===== config.mk =====
export PLATFORM = sky130hd
export DESIGN_NAME = tile_grid_rotate_engine_flat
export DESIGN_NICKNAME = d
export VERILOG_FILES = /design/src/tgr_pkg.sv /design/src/tgr_if.sv /design/src/tile_grid_rotate_engine.sv /design/src/tgr_tile_mem.sv /design/src/tgr_ctrl.sv /design/src/flat_wrapper.sv
export SDC_FILE = /design/constraint.sdc
export NUM_CORES = 2
export LEC_CHECK = 0
export BUFFER_PORTS_ARGS = -buffer_cell sky130_fd_sc_hd__buf_2
export CAP_MARGIN = 30
export CELL_PAD_IN_SITES_DETAIL_PLACEMENT = 1
export CELL_PAD_IN_SITES_GLOBAL_PLACEMENT = 2
export CORE_UTILIZATION = 48
export CTS_CLUSTER_DIAMETER = 120
export DETAILED_ROUTE_END_ITERATION = 10
export PLACE_DENSITY = 0.89
export SLEW_MARGIN = 20
export SYNTH_ARGS = -nofsm -noshare
export SYNTH_HDL_FRONTEND = slang
export SYNTH_SLANG_ARGS = --single-unit

===== constraint.sdc =====
create_clock -name i_clk -period 14.25 [get_ports i_clk]
set_input_delay 0.7125 -clock i_clk [delete_from_list [all_inputs] [get_ports i_clk]]
set_output_delay 0.7125 -clock i_clk [all_outputs]
set_load 0.02 [all_outputs]

===== src/tgr_pkg.sv =====
// Shared types and constants of the tile grid rotate engine.
// No dependencies; every other file of the block refers to this package.
package tgr_pkg;

    // Fixed field widths
    localparam int SIDE_W     = 5;
    localparam int AREA_W     = 2 * SIDE_W;
    localparam int COLOR_W    = 3;
    localparam int OP_W       = 3;
    localparam int CFG_ADDR_W = 1;

    // Operation codes carried by an input item
    typedef enum logic [OP_W-1:0] {
        OP_WRITE    = 3'd0,
        OP_READ     = 3'd1,
        OP_FLOOD    = 3'd2,
        OP_ROT_CW   = 3'd3,
        OP_ROT_CCW  = 3'd4,
        OP_SPIN_CW  = 3'd5,
        OP_SPIN_CCW = 3'd6,
        OP_SOLVED   = 3'd7
    } t_op;

    // Configuration register indexes
    typedef enum logic [CFG_ADDR_W-1:0] {
        REG_FACE_WIDTH  = 1'd0,
        REG_FACE_HEIGHT = 1'd1
    } t_cfg_reg;

    // Kind of grid turn
    typedef enum logic [1:0] {
        TURN_HALF = 2'd0,
        TURN_CW   = 2'd1,
        TURN_CCW  = 2'd2
    } t_turn;

    // Sequencer states
    typedef enum logic [3:0] {
        ST_IDLE,
        ST_SETUP,
        ST_ACCESS,
        ST_RD_WAIT,
        ST_FLOOD,
        ST_TURN_INIT,
        ST_TURN,
        ST_TURN_END,
        ST_SCAN,
        ST_SCAN_END,
        ST_DONE
    } t_state;

    typedef struct packed {
        t_op                op;
        logic [SIDE_W-1:0]  col;
        logic [SIDE_W-1:0]  row;
        logic [COLOR_W-1:0] color;
    } t_item;

    typedef struct packed {
        logic [COLOR_W-1:0] read_color;
        logic               solved;
        logic [SIDE_W-1:0]  cur_width;
        logic [SIDE_W-1:0]  cur_height;
        logic               status;
    } t_result;

endpackage


===== src/tgr_if.sv =====
// Valid/ready channel interfaces of the tile grid rotate engine.
// Depends on tgr_pkg for the field widths.
interface tgr_in_if;
    logic                       valid;
    logic                       ready;
    logic [tgr_pkg::OP_W-1:0]    op;
    logic [tgr_pkg::SIDE_W-1:0]  col;
    logic [tgr_pkg::SIDE_W-1:0]  row;
    logic [tgr_pkg::COLOR_W-1:0] color;

    modport source (output valid, output op, output col, output row, output color,
                    input ready);
    modport sink   (input valid, input op, input col, input row, input color,
                    output ready);
endinterface

interface tgr_out_if;
    logic                        valid;
    logic                        ready;
    logic [tgr_pkg::COLOR_W-1:0] read_color;
    logic                        solved;
    logic [tgr_pkg::SIDE_W-1:0]  cur_width;
    logic [tgr_pkg::SIDE_W-1:0]  cur_height;
    logic                        status;

    modport source (output valid, output read_color, output solved, output cur_width,
                    output cur_height, output status, input ready);
    modport sink   (input valid, input read_color, input solved, input cur_width,
                    input cur_height, input status, output ready);
endinterface

interface tgr_cfg_if;
    logic                           valid;
    logic                           ready;
    logic [tgr_pkg::CFG_ADDR_W-1:0] addr;
    logic [tgr_pkg::SIDE_W-1:0]     data;

    modport source (output valid, output addr, output data, input ready);
    modport sink   (input valid, input addr, input data, output ready);
endinterface


===== src/tile_grid_rotate_engine.sv =====
// Top level of the tile grid rotate engine: configuration registers, size
// clamping, result register. Depends on tgr_pkg, tgr_if, tgr_ctrl, tgr_tile_mem.
//
// Use: i_cfg writes face_width (index 0) and face_height (index 1), taken
// at any cycle its valid is high; write them only while no item is in work.
// i_in carries one operation per item; o_out returns exactly one result
// item for each, in order. The grid lives in two banks of one tile memory;
// turns copy the active bank into the other one tile per cycle through its
// single read and write port, and every operation ends with a one-tile-per-
// cycle scan that sets solved. One item is in work at a time. Reset clears
// the spin state and bank select and sets both sizes to 3; tiles are
// undefined until written or flooded. A finished result waits in the output
// register while the next item is already taken; a stalled receiver holds a
// later item in its final state until the register frees up.
module tile_grid_rotate_engine #(
    parameter int MAX_SIDE    = 16,
    parameter int COLOR_COUNT = 8
) (
    input  logic           i_clk,
    input  logic           i_rst_n,
    tgr_cfg_if.sink        i_cfg,
    tgr_in_if.sink         i_in,
    tgr_out_if.source      o_out
);

    localparam int ADDR_W = $clog2(MAX_SIDE * MAX_SIDE);
    localparam int SIDE_W = tgr_pkg::SIDE_W;

    // size register value held within 1 to MAX_SIDE
    function automatic logic [SIDE_W-1:0] clamp_side(input logic [SIDE_W-1:0] v);
        if (v == '0) return SIDE_W'(1);
        else if (int'(v) > MAX_SIDE) return SIDE_W'(MAX_SIDE);
        else return v;
    endfunction

    logic [SIDE_W-1:0]           r_face_w, r_face_h;
    logic                        r_out_valid;
    tgr_pkg::t_result            r_out;

    logic                        item_ready;
    logic                        res_valid;
    logic                        res_ready;
    tgr_pkg::t_result            res;
    tgr_pkg::t_item              item;
    logic                        wr_en, rd_en;
    logic [ADDR_W:0]             wr_addr, rd_addr;
    logic [tgr_pkg::COLOR_W-1:0] wr_data, rd_data;

    // configuration writes
    assign i_cfg.ready = 1'b1;

    always_ff @(posedge i_clk) begin
        if (!i_rst_n) begin
            r_face_w <= SIDE_W'(3);
            r_face_h <= SIDE_W'(3);
        end else if (i_cfg.valid) begin
            case (tgr_pkg::t_cfg_reg'(i_cfg.addr))
                tgr_pkg::REG_FACE_WIDTH:  r_face_w <= i_cfg.data;
                tgr_pkg::REG_FACE_HEIGHT: r_face_h <= i_cfg.data;
                default: begin
                end
            endcase
        end
    end

    // input item unpacked from the channel
    assign item = '{op: tgr_pkg::t_op'(i_in.op), col: i_in.col, row: i_in.row,
                    color: i_in.color};
    assign i_in.ready = item_ready;

    tgr_ctrl #(
        .ADDR_W      (ADDR_W),
        .COLOR_COUNT (COLOR_COUNT)
    ) u_ctrl (
        .i_clk        (i_clk),
        .i_rst_n      (i_rst_n),
        .i_face_w     (clamp_side(r_face_w)),
        .i_face_h     (clamp_side(r_face_h)),
        .i_item_valid (i_in.valid),
        .o_item_ready (item_ready),
        .i_item       (item),
        .o_res_valid  (res_valid),
        .i_res_ready  (res_ready),
        .o_res        (res),
        .o_wr_en      (wr_en),
        .o_wr_addr    (wr_addr),
        .o_wr_data    (wr_data),
        .o_rd_en      (rd_en),
        .o_rd_addr    (rd_addr),
        .i_rd_data    (rd_data)
    );

    tgr_tile_mem #(
        .ADDR_W (ADDR_W)
    ) u_mem (
        .i_clk     (i_clk),
        .i_wr_en   (wr_en),
        .i_wr_addr (wr_addr),
        .i_wr_data (wr_data),
        .i_rd_en   (rd_en),
        .i_rd_addr (rd_addr),
        .o_rd_data (rd_data)
    );

    // result register between the sequencer and the output channel
    assign res_ready = !r_out_valid || o_out.ready;

    always_ff @(posedge i_clk) begin
        if (!i_rst_n) begin
            r_out_valid <= 1'b0;
        end else if (res_valid && res_ready) begin
            r_out_valid <= 1'b1;
        end else if (o_out.ready) begin
            r_out_valid <= 1'b0;
        end
    end

    always_ff @(posedge i_clk) begin
        if (res_valid && res_ready) r_out <= res;
    end

    assign o_out.valid      = r_out_valid;
    assign o_out.read_color = r_out.read_color;
    assign o_out.solved     = r_out.solved;
    assign o_out.cur_width  = r_out.cur_width;
    assign o_out.cur_height = r_out.cur_height;
    assign o_out.status     = r_out.status;

endmodule


===== src/tgr_tile_mem.sv =====
// Two-bank tile memory: one write port, one read port, registered read data.
// Depends on tgr_pkg for the colour width.
module tgr_tile_mem #(
    parameter int ADDR_W = 8
) (
    input  logic                        i_clk,
    input  logic                        i_wr_en,
    input  logic [ADDR_W:0]             i_wr_addr,
    input  logic [tgr_pkg::COLOR_W-1:0] i_wr_data,
    input  logic                        i_rd_en,
    input  logic [ADDR_W:0]             i_rd_addr,
    output logic [tgr_pkg::COLOR_W-1:0] o_rd_data
);

    localparam int DEPTH = 2 << ADDR_W;

    logic [tgr_pkg::COLOR_W-1:0] r_mem [DEPTH];
    logic [tgr_pkg::COLOR_W-1:0] r_rd_data;

    // bank select is the top address bit
    always_ff @(posedge i_clk) begin
        if (i_wr_en) begin
            r_mem[i_wr_addr] <= i_wr_data;
        end
        if (i_rd_en) begin
            r_rd_data <= r_mem[i_rd_addr];
        end
    end

    assign o_rd_data = r_rd_data;

endmodule


===== src/tgr_ctrl.sv =====
// Operation sequencer: single tile access, flood, bank-to-bank turns and the
// uniformity scan. Depends on tgr_pkg; drives the ports of tgr_tile_mem.
module tgr_ctrl #(
    parameter int ADDR_W      = 8,
    parameter int COLOR_COUNT = 8
) (
    input  logic                        i_clk,
    input  logic                        i_rst_n,
    input  logic [tgr_pkg::SIDE_W-1:0]  i_face_w,
    input  logic [tgr_pkg::SIDE_W-1:0]  i_face_h,
    input  logic                        i_item_valid,
    output logic                        o_item_ready,
    input  tgr_pkg::t_item              i_item,
    output logic                        o_res_valid,
    input  logic                        i_res_ready,
    output tgr_pkg::t_result            o_res,
    output logic                        o_wr_en,
    output logic [ADDR_W:0]             o_wr_addr,
    output logic [tgr_pkg::COLOR_W-1:0] o_wr_data,
    output logic                        o_rd_en,
    output logic [ADDR_W:0]             o_rd_addr,
    input  logic [tgr_pkg::COLOR_W-1:0] i_rd_data
);

    localparam int CNT_W   = ADDR_W + 1;
    localparam int SIDE_W  = tgr_pkg::SIDE_W;
    localparam int AREA_W  = tgr_pkg::AREA_W;
    localparam int COLOR_W = tgr_pkg::COLOR_W;

    // colour reduced by at most three subtractions of COLOR_COUNT, one per colour bit
    function automatic logic [COLOR_W-1:0] color_mod(input logic [COLOR_W-1:0] c);
        logic [COLOR_W-1:0] v;
        v = c;
        for (int k = 0; k < COLOR_W; k++) begin
            if (int'(v) >= COLOR_COUNT) begin
                v = v - COLOR_W'(COLOR_COUNT);
            end
        end
        return v;
    endfunction

    tgr_pkg::t_state    r_state, n_state;
    logic               r_bank;
    logic               r_swap;
    tgr_pkg::t_item     r_item;
    logic [SIDE_W-1:0]  r_w, r_h;
    logic [CNT_W-1:0]   r_n;
    logic [ADDR_W-1:0]  r_idx;
    logic               r_status;
    logic [COLOR_W-1:0] r_rd;
    tgr_pkg::t_turn     r_kind;
    logic [SIDE_W-1:0]  r_nw;
    logic [CNT_W-1:0]   r_cnt;
    logic [SIDE_W-1:0]  r_col;
    logic [ADDR_W-1:0]  r_src;
    logic [ADDR_W-1:0]  r_base;
    logic               r_wr_pend;
    logic [ADDR_W-1:0]  r_wr_addr;
    logic               r_sc_pend;
    logic               r_sc_first;
    logic [COLOR_W-1:0] r_ref;
    logic               r_ok;

    logic [SIDE_W-1:0]  cur_w, cur_h;
    logic [AREA_W-1:0]  w_area;
    logic [AREA_W-1:0]  w_idx;
    logic               w_bad;
    logic               w_last;
    tgr_pkg::t_turn     w_kind;

    // current sizes after any spins
    assign cur_w = r_swap ? i_face_h : i_face_w;
    assign cur_h = r_swap ? i_face_w : i_face_h;

    // tile count and linear index of the addressed tile
    assign w_area = AREA_W'(r_w) * AREA_W'(r_h);
    assign w_idx  = AREA_W'(r_item.row - SIDE_W'(1)) * AREA_W'(r_w)
                  + AREA_W'(r_item.col - SIDE_W'(1));
    assign w_bad  = (r_item.col == '0) || (r_item.col > r_w)
                 || (r_item.row == '0) || (r_item.row > r_h);
    assign w_last = (r_cnt == r_n - CNT_W'(1));

    // turn kind: rotate on a non-square grid is a half turn
    always_comb begin
        case (r_item.op)
            tgr_pkg::OP_ROT_CW:   w_kind = (r_w == r_h) ? tgr_pkg::TURN_CW : tgr_pkg::TURN_HALF;
            tgr_pkg::OP_ROT_CCW:  w_kind = (r_w == r_h) ? tgr_pkg::TURN_CCW : tgr_pkg::TURN_HALF;
            tgr_pkg::OP_SPIN_CW:  w_kind = tgr_pkg::TURN_CW;
            tgr_pkg::OP_SPIN_CCW: w_kind = tgr_pkg::TURN_CCW;
            default:              w_kind = tgr_pkg::TURN_HALF;
        endcase
    end

    // next state
    always_comb begin
        n_state = r_state;
        case (r_state)
            tgr_pkg::ST_IDLE: begin
                if (i_item_valid) n_state = tgr_pkg::ST_SETUP;
            end
            tgr_pkg::ST_SETUP: begin
                case (r_item.op)
                    tgr_pkg::OP_WRITE, tgr_pkg::OP_READ: n_state = tgr_pkg::ST_ACCESS;
                    tgr_pkg::OP_FLOOD:                   n_state = tgr_pkg::ST_FLOOD;
                    tgr_pkg::OP_ROT_CW, tgr_pkg::OP_ROT_CCW,
                    tgr_pkg::OP_SPIN_CW, tgr_pkg::OP_SPIN_CCW:
                                                         n_state = tgr_pkg::ST_TURN_INIT;
                    default:                             n_state = tgr_pkg::ST_SCAN;
                endcase
            end
            tgr_pkg::ST_ACCESS: begin
                if (r_item.op == tgr_pkg::OP_READ && !r_status) n_state = tgr_pkg::ST_RD_WAIT;
                else n_state = tgr_pkg::ST_SCAN;
            end
            tgr_pkg::ST_RD_WAIT:   n_state = tgr_pkg::ST_SCAN;
            tgr_pkg::ST_FLOOD: begin
                if (w_last) n_state = tgr_pkg::ST_SCAN;
            end
            tgr_pkg::ST_TURN_INIT: n_state = tgr_pkg::ST_TURN;
            tgr_pkg::ST_TURN: begin
                if (w_last) n_state = tgr_pkg::ST_TURN_END;
            end
            tgr_pkg::ST_TURN_END:  n_state = tgr_pkg::ST_SCAN;
            tgr_pkg::ST_SCAN: begin
                if (w_last) n_state = tgr_pkg::ST_SCAN_END;
            end
            tgr_pkg::ST_SCAN_END:  n_state = tgr_pkg::ST_DONE;
            tgr_pkg::ST_DONE: begin
                if (i_res_ready) n_state = tgr_pkg::ST_IDLE;
            end
            default:               n_state = tgr_pkg::ST_IDLE;
        endcase
    end

    // handshake, result and memory port outputs
    always_comb begin
        o_item_ready = (r_state == tgr_pkg::ST_IDLE);
        o_res_valid  = (r_state == tgr_pkg::ST_DONE);
        o_res        = '{read_color: r_rd, solved: r_ok, cur_width: cur_w,
                         cur_height: cur_h, status: r_status};
        o_wr_en   = 1'b0;
        o_wr_addr = {r_bank, r_idx};
        o_wr_data = r_item.color;
        o_rd_en   = 1'b0;
        o_rd_addr = {r_bank, r_idx};
        case (r_state)
            tgr_pkg::ST_ACCESS: begin
                o_wr_en = (r_item.op == tgr_pkg::OP_WRITE) && !r_status;
                o_rd_en = (r_item.op == tgr_pkg::OP_READ) && !r_status;
            end
            tgr_pkg::ST_FLOOD: begin
                o_wr_en   = 1'b1;
                o_wr_addr = {r_bank, r_cnt[ADDR_W-1:0]};
            end
            tgr_pkg::ST_TURN: begin
                o_rd_en   = 1'b1;
                o_rd_addr = {r_bank, r_src};
            end
            tgr_pkg::ST_SCAN: begin
                o_rd_en   = 1'b1;
                o_rd_addr = {r_bank, r_cnt[ADDR_W-1:0]};
            end
            default: begin
            end
        endcase
        // copy of a turned tile lands in the other bank in the cycle after its read
        if (r_wr_pend) begin
            o_wr_en   = 1'b1;
            o_wr_addr = {~r_bank, r_wr_addr};
            o_wr_data = i_rd_data;
        end
    end

    // control registers
    always_ff @(posedge i_clk) begin
        if (!i_rst_n) begin
            r_state   <= tgr_pkg::ST_IDLE;
            r_bank    <= 1'b0;
            r_swap    <= 1'b0;
            r_wr_pend <= 1'b0;
            r_sc_pend <= 1'b0;
        end else begin
            r_state   <= n_state;
            r_wr_pend <= (r_state == tgr_pkg::ST_TURN);
            r_sc_pend <= (r_state == tgr_pkg::ST_SCAN);
            if (r_state == tgr_pkg::ST_TURN_END) begin
                r_bank <= ~r_bank;
                if ((r_item.op == tgr_pkg::OP_SPIN_CW || r_item.op == tgr_pkg::OP_SPIN_CCW)
                    && (r_w != r_h)) begin
                    r_swap <= ~r_swap;
                end
            end
        end
    end

    // datapath registers
    always_ff @(posedge i_clk) begin
        // step counter restarts at each state change
        if (n_state != r_state) r_cnt <= '0;
        else r_cnt <= r_cnt + CNT_W'(1);

        r_wr_addr  <= r_cnt[ADDR_W-1:0];
        r_sc_first <= (r_cnt == '0);

        case (r_state)
            tgr_pkg::ST_IDLE: begin
                if (i_item_valid) begin
                    r_item <= '{op: i_item.op, col: i_item.col, row: i_item.row,
                                color: color_mod(i_item.color)};
                    r_w    <= cur_w;
                    r_h    <= cur_h;
                    r_rd   <= '0;
                end
            end
            tgr_pkg::ST_SETUP: begin
                r_n      <= CNT_W'(w_area);
                r_idx    <= ADDR_W'(w_idx);
                r_status <= (r_item.op == tgr_pkg::OP_WRITE || r_item.op == tgr_pkg::OP_READ)
                            && w_bad;
                r_kind   <= w_kind;
                r_nw     <= (w_kind == tgr_pkg::TURN_HALF) ? r_w : r_h;
            end
            tgr_pkg::ST_RD_WAIT: begin
                r_rd <= i_rd_data;
            end
            tgr_pkg::ST_TURN_INIT: begin
                // source of the first destination tile
                r_col <= '0;
                case (r_kind)
                    tgr_pkg::TURN_CW: begin
                        r_src  <= ADDR_W'(r_n - CNT_W'(r_w));
                        r_base <= ADDR_W'(r_n - CNT_W'(r_w));
                    end
                    tgr_pkg::TURN_CCW: begin
                        r_src  <= ADDR_W'(r_w - SIDE_W'(1));
                        r_base <= ADDR_W'(r_w - SIDE_W'(1));
                    end
                    default: begin
                        r_src  <= ADDR_W'(r_n - CNT_W'(1));
                        r_base <= ADDR_W'(r_n - CNT_W'(1));
                    end
                endcase
            end
            tgr_pkg::ST_TURN: begin
                if (r_col == r_nw - SIDE_W'(1)) begin
                    // next destination row
                    r_col <= '0;
                    case (r_kind)
                        tgr_pkg::TURN_CW: begin
                            r_base <= r_base + ADDR_W'(1);
                            r_src  <= r_base + ADDR_W'(1);
                        end
                        tgr_pkg::TURN_CCW: begin
                            r_base <= r_base - ADDR_W'(1);
                            r_src  <= r_base - ADDR_W'(1);
                        end
                        default: r_src <= r_src - ADDR_W'(1);
                    endcase
                end else begin
                    r_col <= r_col + SIDE_W'(1);
                    case (r_kind)
                        tgr_pkg::TURN_CW:  r_src <= r_src - ADDR_W'(r_w);
                        tgr_pkg::TURN_CCW: r_src <= r_src + ADDR_W'(r_w);
                        default:           r_src <= r_src - ADDR_W'(1);
                    endcase
                end
            end
            default: begin
            end
        endcase

        // uniformity check against the first tile
        if (r_sc_pend) begin
            if (r_sc_first) begin
                r_ref <= i_rd_data;
                r_ok  <= 1'b1;
            end else if (i_rd_data != r_ref) begin
                r_ok  <= 1'b0;
            end
        end
    end

endmodule


===== src/flat_wrapper.sv =====
// flat-port wrapper written by rule: the top's interface ports become plain ports
module tile_grid_rotate_engine_flat 
#(
    parameter int MAX_SIDE    = 16,
    parameter int COLOR_COUNT = 8
)
  (i_clk, i_rst_n, i_cfg_valid, i_cfg_addr, i_cfg_data, i_cfg_ready, i_in_valid, i_in_op, i_in_col, i_in_row, i_in_color, i_in_ready, o_out_valid, o_out_read_color, o_out_solved, o_out_cur_width, o_out_cur_height, o_out_status, o_out_ready);
  tgr_cfg_if i_cfg_i ();
  tgr_in_if i_in_i ();
  tgr_out_if o_out_i ();
  input  logic i_clk;
  input  logic i_rst_n;
  input wire logic [$bits(i_cfg_i.valid)-1:0] i_cfg_valid;
  input wire logic [$bits(i_cfg_i.addr)-1:0] i_cfg_addr;
  input wire logic [$bits(i_cfg_i.data)-1:0] i_cfg_data;
  output wire logic [$bits(i_cfg_i.ready)-1:0] i_cfg_ready;
  input wire logic [$bits(i_in_i.valid)-1:0] i_in_valid;
  input wire logic [$bits(i_in_i.op)-1:0] i_in_op;
  input wire logic [$bits(i_in_i.col)-1:0] i_in_col;
  input wire logic [$bits(i_in_i.row)-1:0] i_in_row;
  input wire logic [$bits(i_in_i.color)-1:0] i_in_color;
  output wire logic [$bits(i_in_i.ready)-1:0] i_in_ready;
  output wire logic [$bits(o_out_i.valid)-1:0] o_out_valid;
  output wire logic [$bits(o_out_i.read_color)-1:0] o_out_read_color;
  output wire logic [$bits(o_out_i.solved)-1:0] o_out_solved;
  output wire logic [$bits(o_out_i.cur_width)-1:0] o_out_cur_width;
  output wire logic [$bits(o_out_i.cur_height)-1:0] o_out_cur_height;
  output wire logic [$bits(o_out_i.status)-1:0] o_out_status;
  input wire logic [$bits(o_out_i.ready)-1:0] o_out_ready;
  assign i_cfg_i.valid = i_cfg_valid;
  assign i_cfg_i.addr = i_cfg_addr;
  assign i_cfg_i.data = i_cfg_data;
  assign i_cfg_ready = i_cfg_i.ready;
  assign i_in_i.valid = i_in_valid;
  assign i_in_i.op = i_in_op;
  assign i_in_i.col = i_in_col;
  assign i_in_i.row = i_in_row;
  assign i_in_i.color = i_in_color;
  assign i_in_ready = i_in_i.ready;
  assign o_out_valid = o_out_i.valid;
  assign o_out_read_color = o_out_i.read_color;
  assign o_out_solved = o_out_i.solved;
  assign o_out_cur_width = o_out_i.cur_width;
  assign o_out_cur_height = o_out_i.cur_height;
  assign o_out_status = o_out_i.status;
  assign o_out_i.ready = o_out_ready;
  tile_grid_rotate_engine #(.MAX_SIDE(MAX_SIDE), .COLOR_COUNT(COLOR_COUNT)) u_core (.i_clk(i_clk), .i_rst_n(i_rst_n), .i_cfg(i_cfg_i), .i_in(i_in_i), .o_out(o_out_i));
endmodule

==> results list <==
- Post-layout nets: 5,900
* Port Buffer Count: 43
* Clock Skews: 0.03843 ns
* Overall Global Routing Usage: 0.3063
- In this run, post-CTS hold repair placed 0 buffers.
- Mean number of vias per cell: 6.295
* Number of antenna violations at the first check in global routing: 10
- Setup repair after global routing left no endpoint under its margin.
- Before CTS, the worst setup slack after placement is 7.680 ns.
* Class of the most critical setup path: reg -> reg
- After detailed routing, the number of remaining DRC violations is 0.
- At the later pin of the worst-skew pair, clock insertion delay measures 0.83 ns.
- In this run, the number of DRC markers left after iteration 0 of detailed routing was 5,541.
* Power density relative to cell area: 188.0 nW/um^2
- met2 is the most crowded layer.
- For this design the static power due to leakage is 26.79 nW.
- The first global-routing pass estimated 342.7 mm of wire.
* Clock tree from TritonCTS: yes
- Number of slew-limit violations in the final report: 0
* Type of the worst min-delay path: in -> reg
- IR Drop Worst-Case VDD: 169.5 uV
* Clock net sink count: 1,670
- After synthesis, the mean cell area works out to 12.41 sq um.
- Min cycle time layout: 6.752 ns
- Entering global routing, the biggest net connects 220 pins.
- The worst setup path is launched from a flip-flop.
- Dividing the detail-routed wire length by the instance count gives 29.58 um.
* Post-route setup TNS: 0 ns
* DIE HEIGHT: 390.3 um
- In this run, distinct cell masters in the synthesized netlist total 86.
- The synthesized design contains 1,633 enable-type register cells.
- Met2 routing resource usage after global routing: 0.4932
- Peak Freq: 0.1481 GHz
- CORE AREA: 149,800 sq um
* IO Count: 45
- Total number of yosys warnings: 0
- Measured against its own limit, the worst slew margin works out to 0.2294.
- Ranking of synthesized cells by instance count: sky130_fd_sc_hd__edfxtp_1, sky130_fd_sc_hd__nand2_1, sky130_fd_sc_hd__nor2_1
- Walking the worst path, the cells encountered are nand4bb_1, and3_4, nor2_4, buf_4, buf_4, buf_4, nand2_1, nand3_1, a211oi_1, nor4_1, nand4_1, nor4_1, or4_1.
* Clock Tree Buf Depth: 3
* Area growth from synthesis to final layout: 11.02%
- Clock-pin slew was measured on the worst setup and hold paths at 0.06 ns.
- The design draws 15.10 mW.
- For this configuration, the core starts out at a cell density of 0.4832.
* Final setup vio count: 0
- Number of buffers inserted by post-CTS setup repair: 0
* Kind of capture point of the worst setup path: flip-flop
- Tightest Pin Transition: 1.156 ns
- For this design, the slowest cell found on the critical path is sky130_fd_sc_hd__nor4_1.
- Detailed placement ended at an HPWL of 140.8 mm.
- Row Count: 142
- Across all setup checks in the final design, the least slack found is 7.498 ns.
* Share of final-layout standard cells stronger than drive strength 1: 0.08484
- Worst path required time: 14.95 ns
- Post-synthesis instance area: 72,380 sq um
- For met3 alone, demand over resource in global routing was 0.05489.
- The biggest area contributor in the post-synthesis netlist is sky130_fd_sc_hd__edfxtp_1.
* Stage delay of the slowest cell on the critical path: 0.86 ns
* Master cell of the clock root buffer: sky130_fd_sc_hd__clkbuf_16
- Once detail routing completed, the nets flagged for antenna violations numbered 0.
* Die Area: 152,300 sq um
- Data on the critical path arrives at its endpoint at 7.45 ns.
- By area the synthesized netlist is led by sky130_fd_sc_hd__edfxtp_1, sky130_fd_sc_hd__nand2_1, sky130_fd_sc_hd__nor2_1.
* Maximum level of the CTS H-tree: 4
- Area share of the largest cell type after synthesis: 0.6775
- Most prevalent standard cell on the critical path: sky130_fd_sc_hd__buf_4
- For met1 alone, demand over resource in global routing was 0.4093.
- The count of cells in the finished layout, fillers not included, comes to 7,934.
- Post-synthesis sequential area ratio: 0.6877
- Status: finished clean
- Counting tap cells, the placed design contains a total of 7,607 instances.
* Via count of the first global-routing pass: 51,508
- GRT Residual Overflow: 0
- Chip Width: 390.3 um
- The first TritonRoute pass finished after 8 iterations.
- Synth Net Count: 5,959
* Post-synthesis async set-or-reset flop share: 0
- Resize count post-CTS: 0
- Summed over all layers, the routed wires come to 234.7 mm.
* Ratio of final minimum period to clock period: 0.4739
- Number of storage elements in the synthesis netlist: 1,670
- Routability Congestion: 0.8576
* Cell with the most instances after synthesis: sky130_fd_sc_hd__edfxtp_1
* Total number of vias: 49,943
- For this run, the leading register cell type out of synthesis is sky130_fd_sc_hd__edfxtp_1.
* Post-Synthesis Cells: 5,833
- The tool flagged a number of max-cap violations equal to 0.
- Maximum fanout encountered on the critical timing path: 46
- The final-report hold violation count was 0.
- Counting the buffers created by CTS gives 175.
[worst paths after layout]
kind	startpoint	endpoint	slack, ns	cells past startpoint
min	i_in_col[1]	u_core.u_ctrl.r_item[9]	0.08	1
max reg2reg	u_core.u_ctrl.r_state[3]	u_core.u_mem.o_rd_data[1]	7.50	13
max	u_core.u_ctrl.r_state[3]	u_core.u_mem.o_rd_data[1]	7.50	13
min reg2reg	u_core.u_ctrl.r_rd[0]	u_core.o_out.read_color[0]	0.42	0
[power by group]
part / internal, mW / leakage [nW] / total (mW) / switching (mW)
Sequential: 5.73 / 15.0 / 5.83 / 0.106
Clock: 2.65 / 2.78 / 4.61 / 1.96
Combinational: 1.28 / 9.01 / 4.66 / 3.38
Total: 9.66 / 26.8 / 15.1 / 5.45
[state kept, by name, summed over array words and instances, names as in the netlist, 4 cells and up]
register,flops
u_core.u_mem.r_mem,1536
u_core.u_ctrl.r_item,16
u_core.u_ctrl.r_cnt,9
u_core.u_ctrl.r_n,9
u_core.u_ctrl.r_base,8
u_core.u_ctrl.r_idx,8
u_core.u_ctrl.r_src,8
u_core.u_ctrl.r_wr_addr,8
u_core.o_out.cur_height,5
u_core.o_out.cur_width,5
u_core.r_face_h,5
u_core.r_face_w,5
u_core.u_ctrl.r_col,5
u_core.u_ctrl.r_h,5
u_core.u_ctrl.r_nw,5
u_core.u_ctrl.r_w,5
u_core.u_ctrl.r_state,4
[worst max-delay path, delay by kind of cell, from the launching register on]
kind | cells | cell delay [ns]
compound gates | 1 | 0.13
simple gates | 9 | 4.11
buf+inv | 3 | 1.71
flops | 1 | 0.58
[cells in the final DEF (no fill, tap or decap), types with 23 or more instances in the layout]
master,instances
sky130_fd_sc_hd__edfxtp_1,1633
sky130_fd_sc_hd__nand2_1,1159
sky130_fd_sc_hd__nor2_1,646
sky130_fd_sc_hd__nand3_1,281
sky130_fd_sc_hd__a21oi_1,204
sky130_fd_sc_hd__clkbuf_16,181
sky130_fd_sc_hd__mux2i_1,168
sky130_fd_sc_hd__a31oi_1,123
sky130_fd_sc_hd__buf_4,100
sky130_fd_sc_hd__and3_1,91
sky130_fd_sc_hd__o21ai_0,81
sky130_fd_sc_hd__a211oi_1,79
sky130_fd_sc_hd__inv_1,76
sky130_fd_sc_hd__ha_1,74
sky130_fd_sc_hd__xnor2_1,62
sky130_fd_sc_hd__nor3_1,55
sky130_fd_sc_hd__nand4_1,54
sky130_fd_sc_hd__a32oi_1,53
sky130_fd_sc_hd__xor2_1,44
sky130_fd_sc_hd__buf_2,44
sky130_fd_sc_hd__o22ai_1,42
sky130_fd_sc_hd__clkbuf_1,39
sky130_fd_sc_hd__clkinv_1,37
sky130_fd_sc_hd__dfxtp_1,37
sky130_fd_sc_hd__a22oi_1,36
sky130_fd_sc_hd__a221oi_1,31
sky130_fd_sc_hd__mux2_2,31
sky130_fd_sc_hd__nor4_1,30
sky130_fd_sc_hd__clkinv_2,26
sky130_fd_sc_hd__fa_1,25
sky130_fd_sc_hd__nand2b_1,23
[cell type report]
cell class	count	area, sq um
clock inverter	97	999.7
multi-input combinational	3685	20680
clock buffer	223	4717
tap	2016	2522
fill	14908	69420
inverter	79	296.5
antenna	1	2.502
timing repair buffer	163	1361
sequential	1670	49780
[layer usage]
layer | vias up | routed length, um
li1 | 21275 | -
met1 | 25629 | 92640
met2 | 2504 | 110700
met3 | 527 | 21110
met4 | 8 | 10150
met5 | - | 50
[metrics by stage]
| stage | utilization | hold slack [ns] | area, sq um |
|---|---|---|---|
| 6_report | 0.5365 | 0.07761 | 80350 |
| 3_3_place_gp | 0.4961 | 0.4203 | 74300 |
| 4_1_cts | 0.5357 | 0.03075 | 80230 |
| 5_1_grt | 0.5365 | 0.04912 | 80350 |
| 2_1_floorplan | - | 0.3290 | 72380 |
| 3_5_place_dp | 0.4975 | 0.4278 | 74520 |
[cell families (layout without fill, tap and decap cells)]
logic type,count (synthesis),count (layout),share of synthesized area
buffers and inverters,478,562,0.02991
multiplexers,203,203,0.02883
AO/OA/AOI/OAI,809,809,0.07482
flip-flops,1670,1670,0.6877
other,1,2,0.00005181
adder cells (fa/ha/maj),99,99,0.01971
XOR/XNOR,106,106,0.01283
AND/OR/NAND/NOR,2467,2467,0.1461
(Power assumes the default switching activity.)
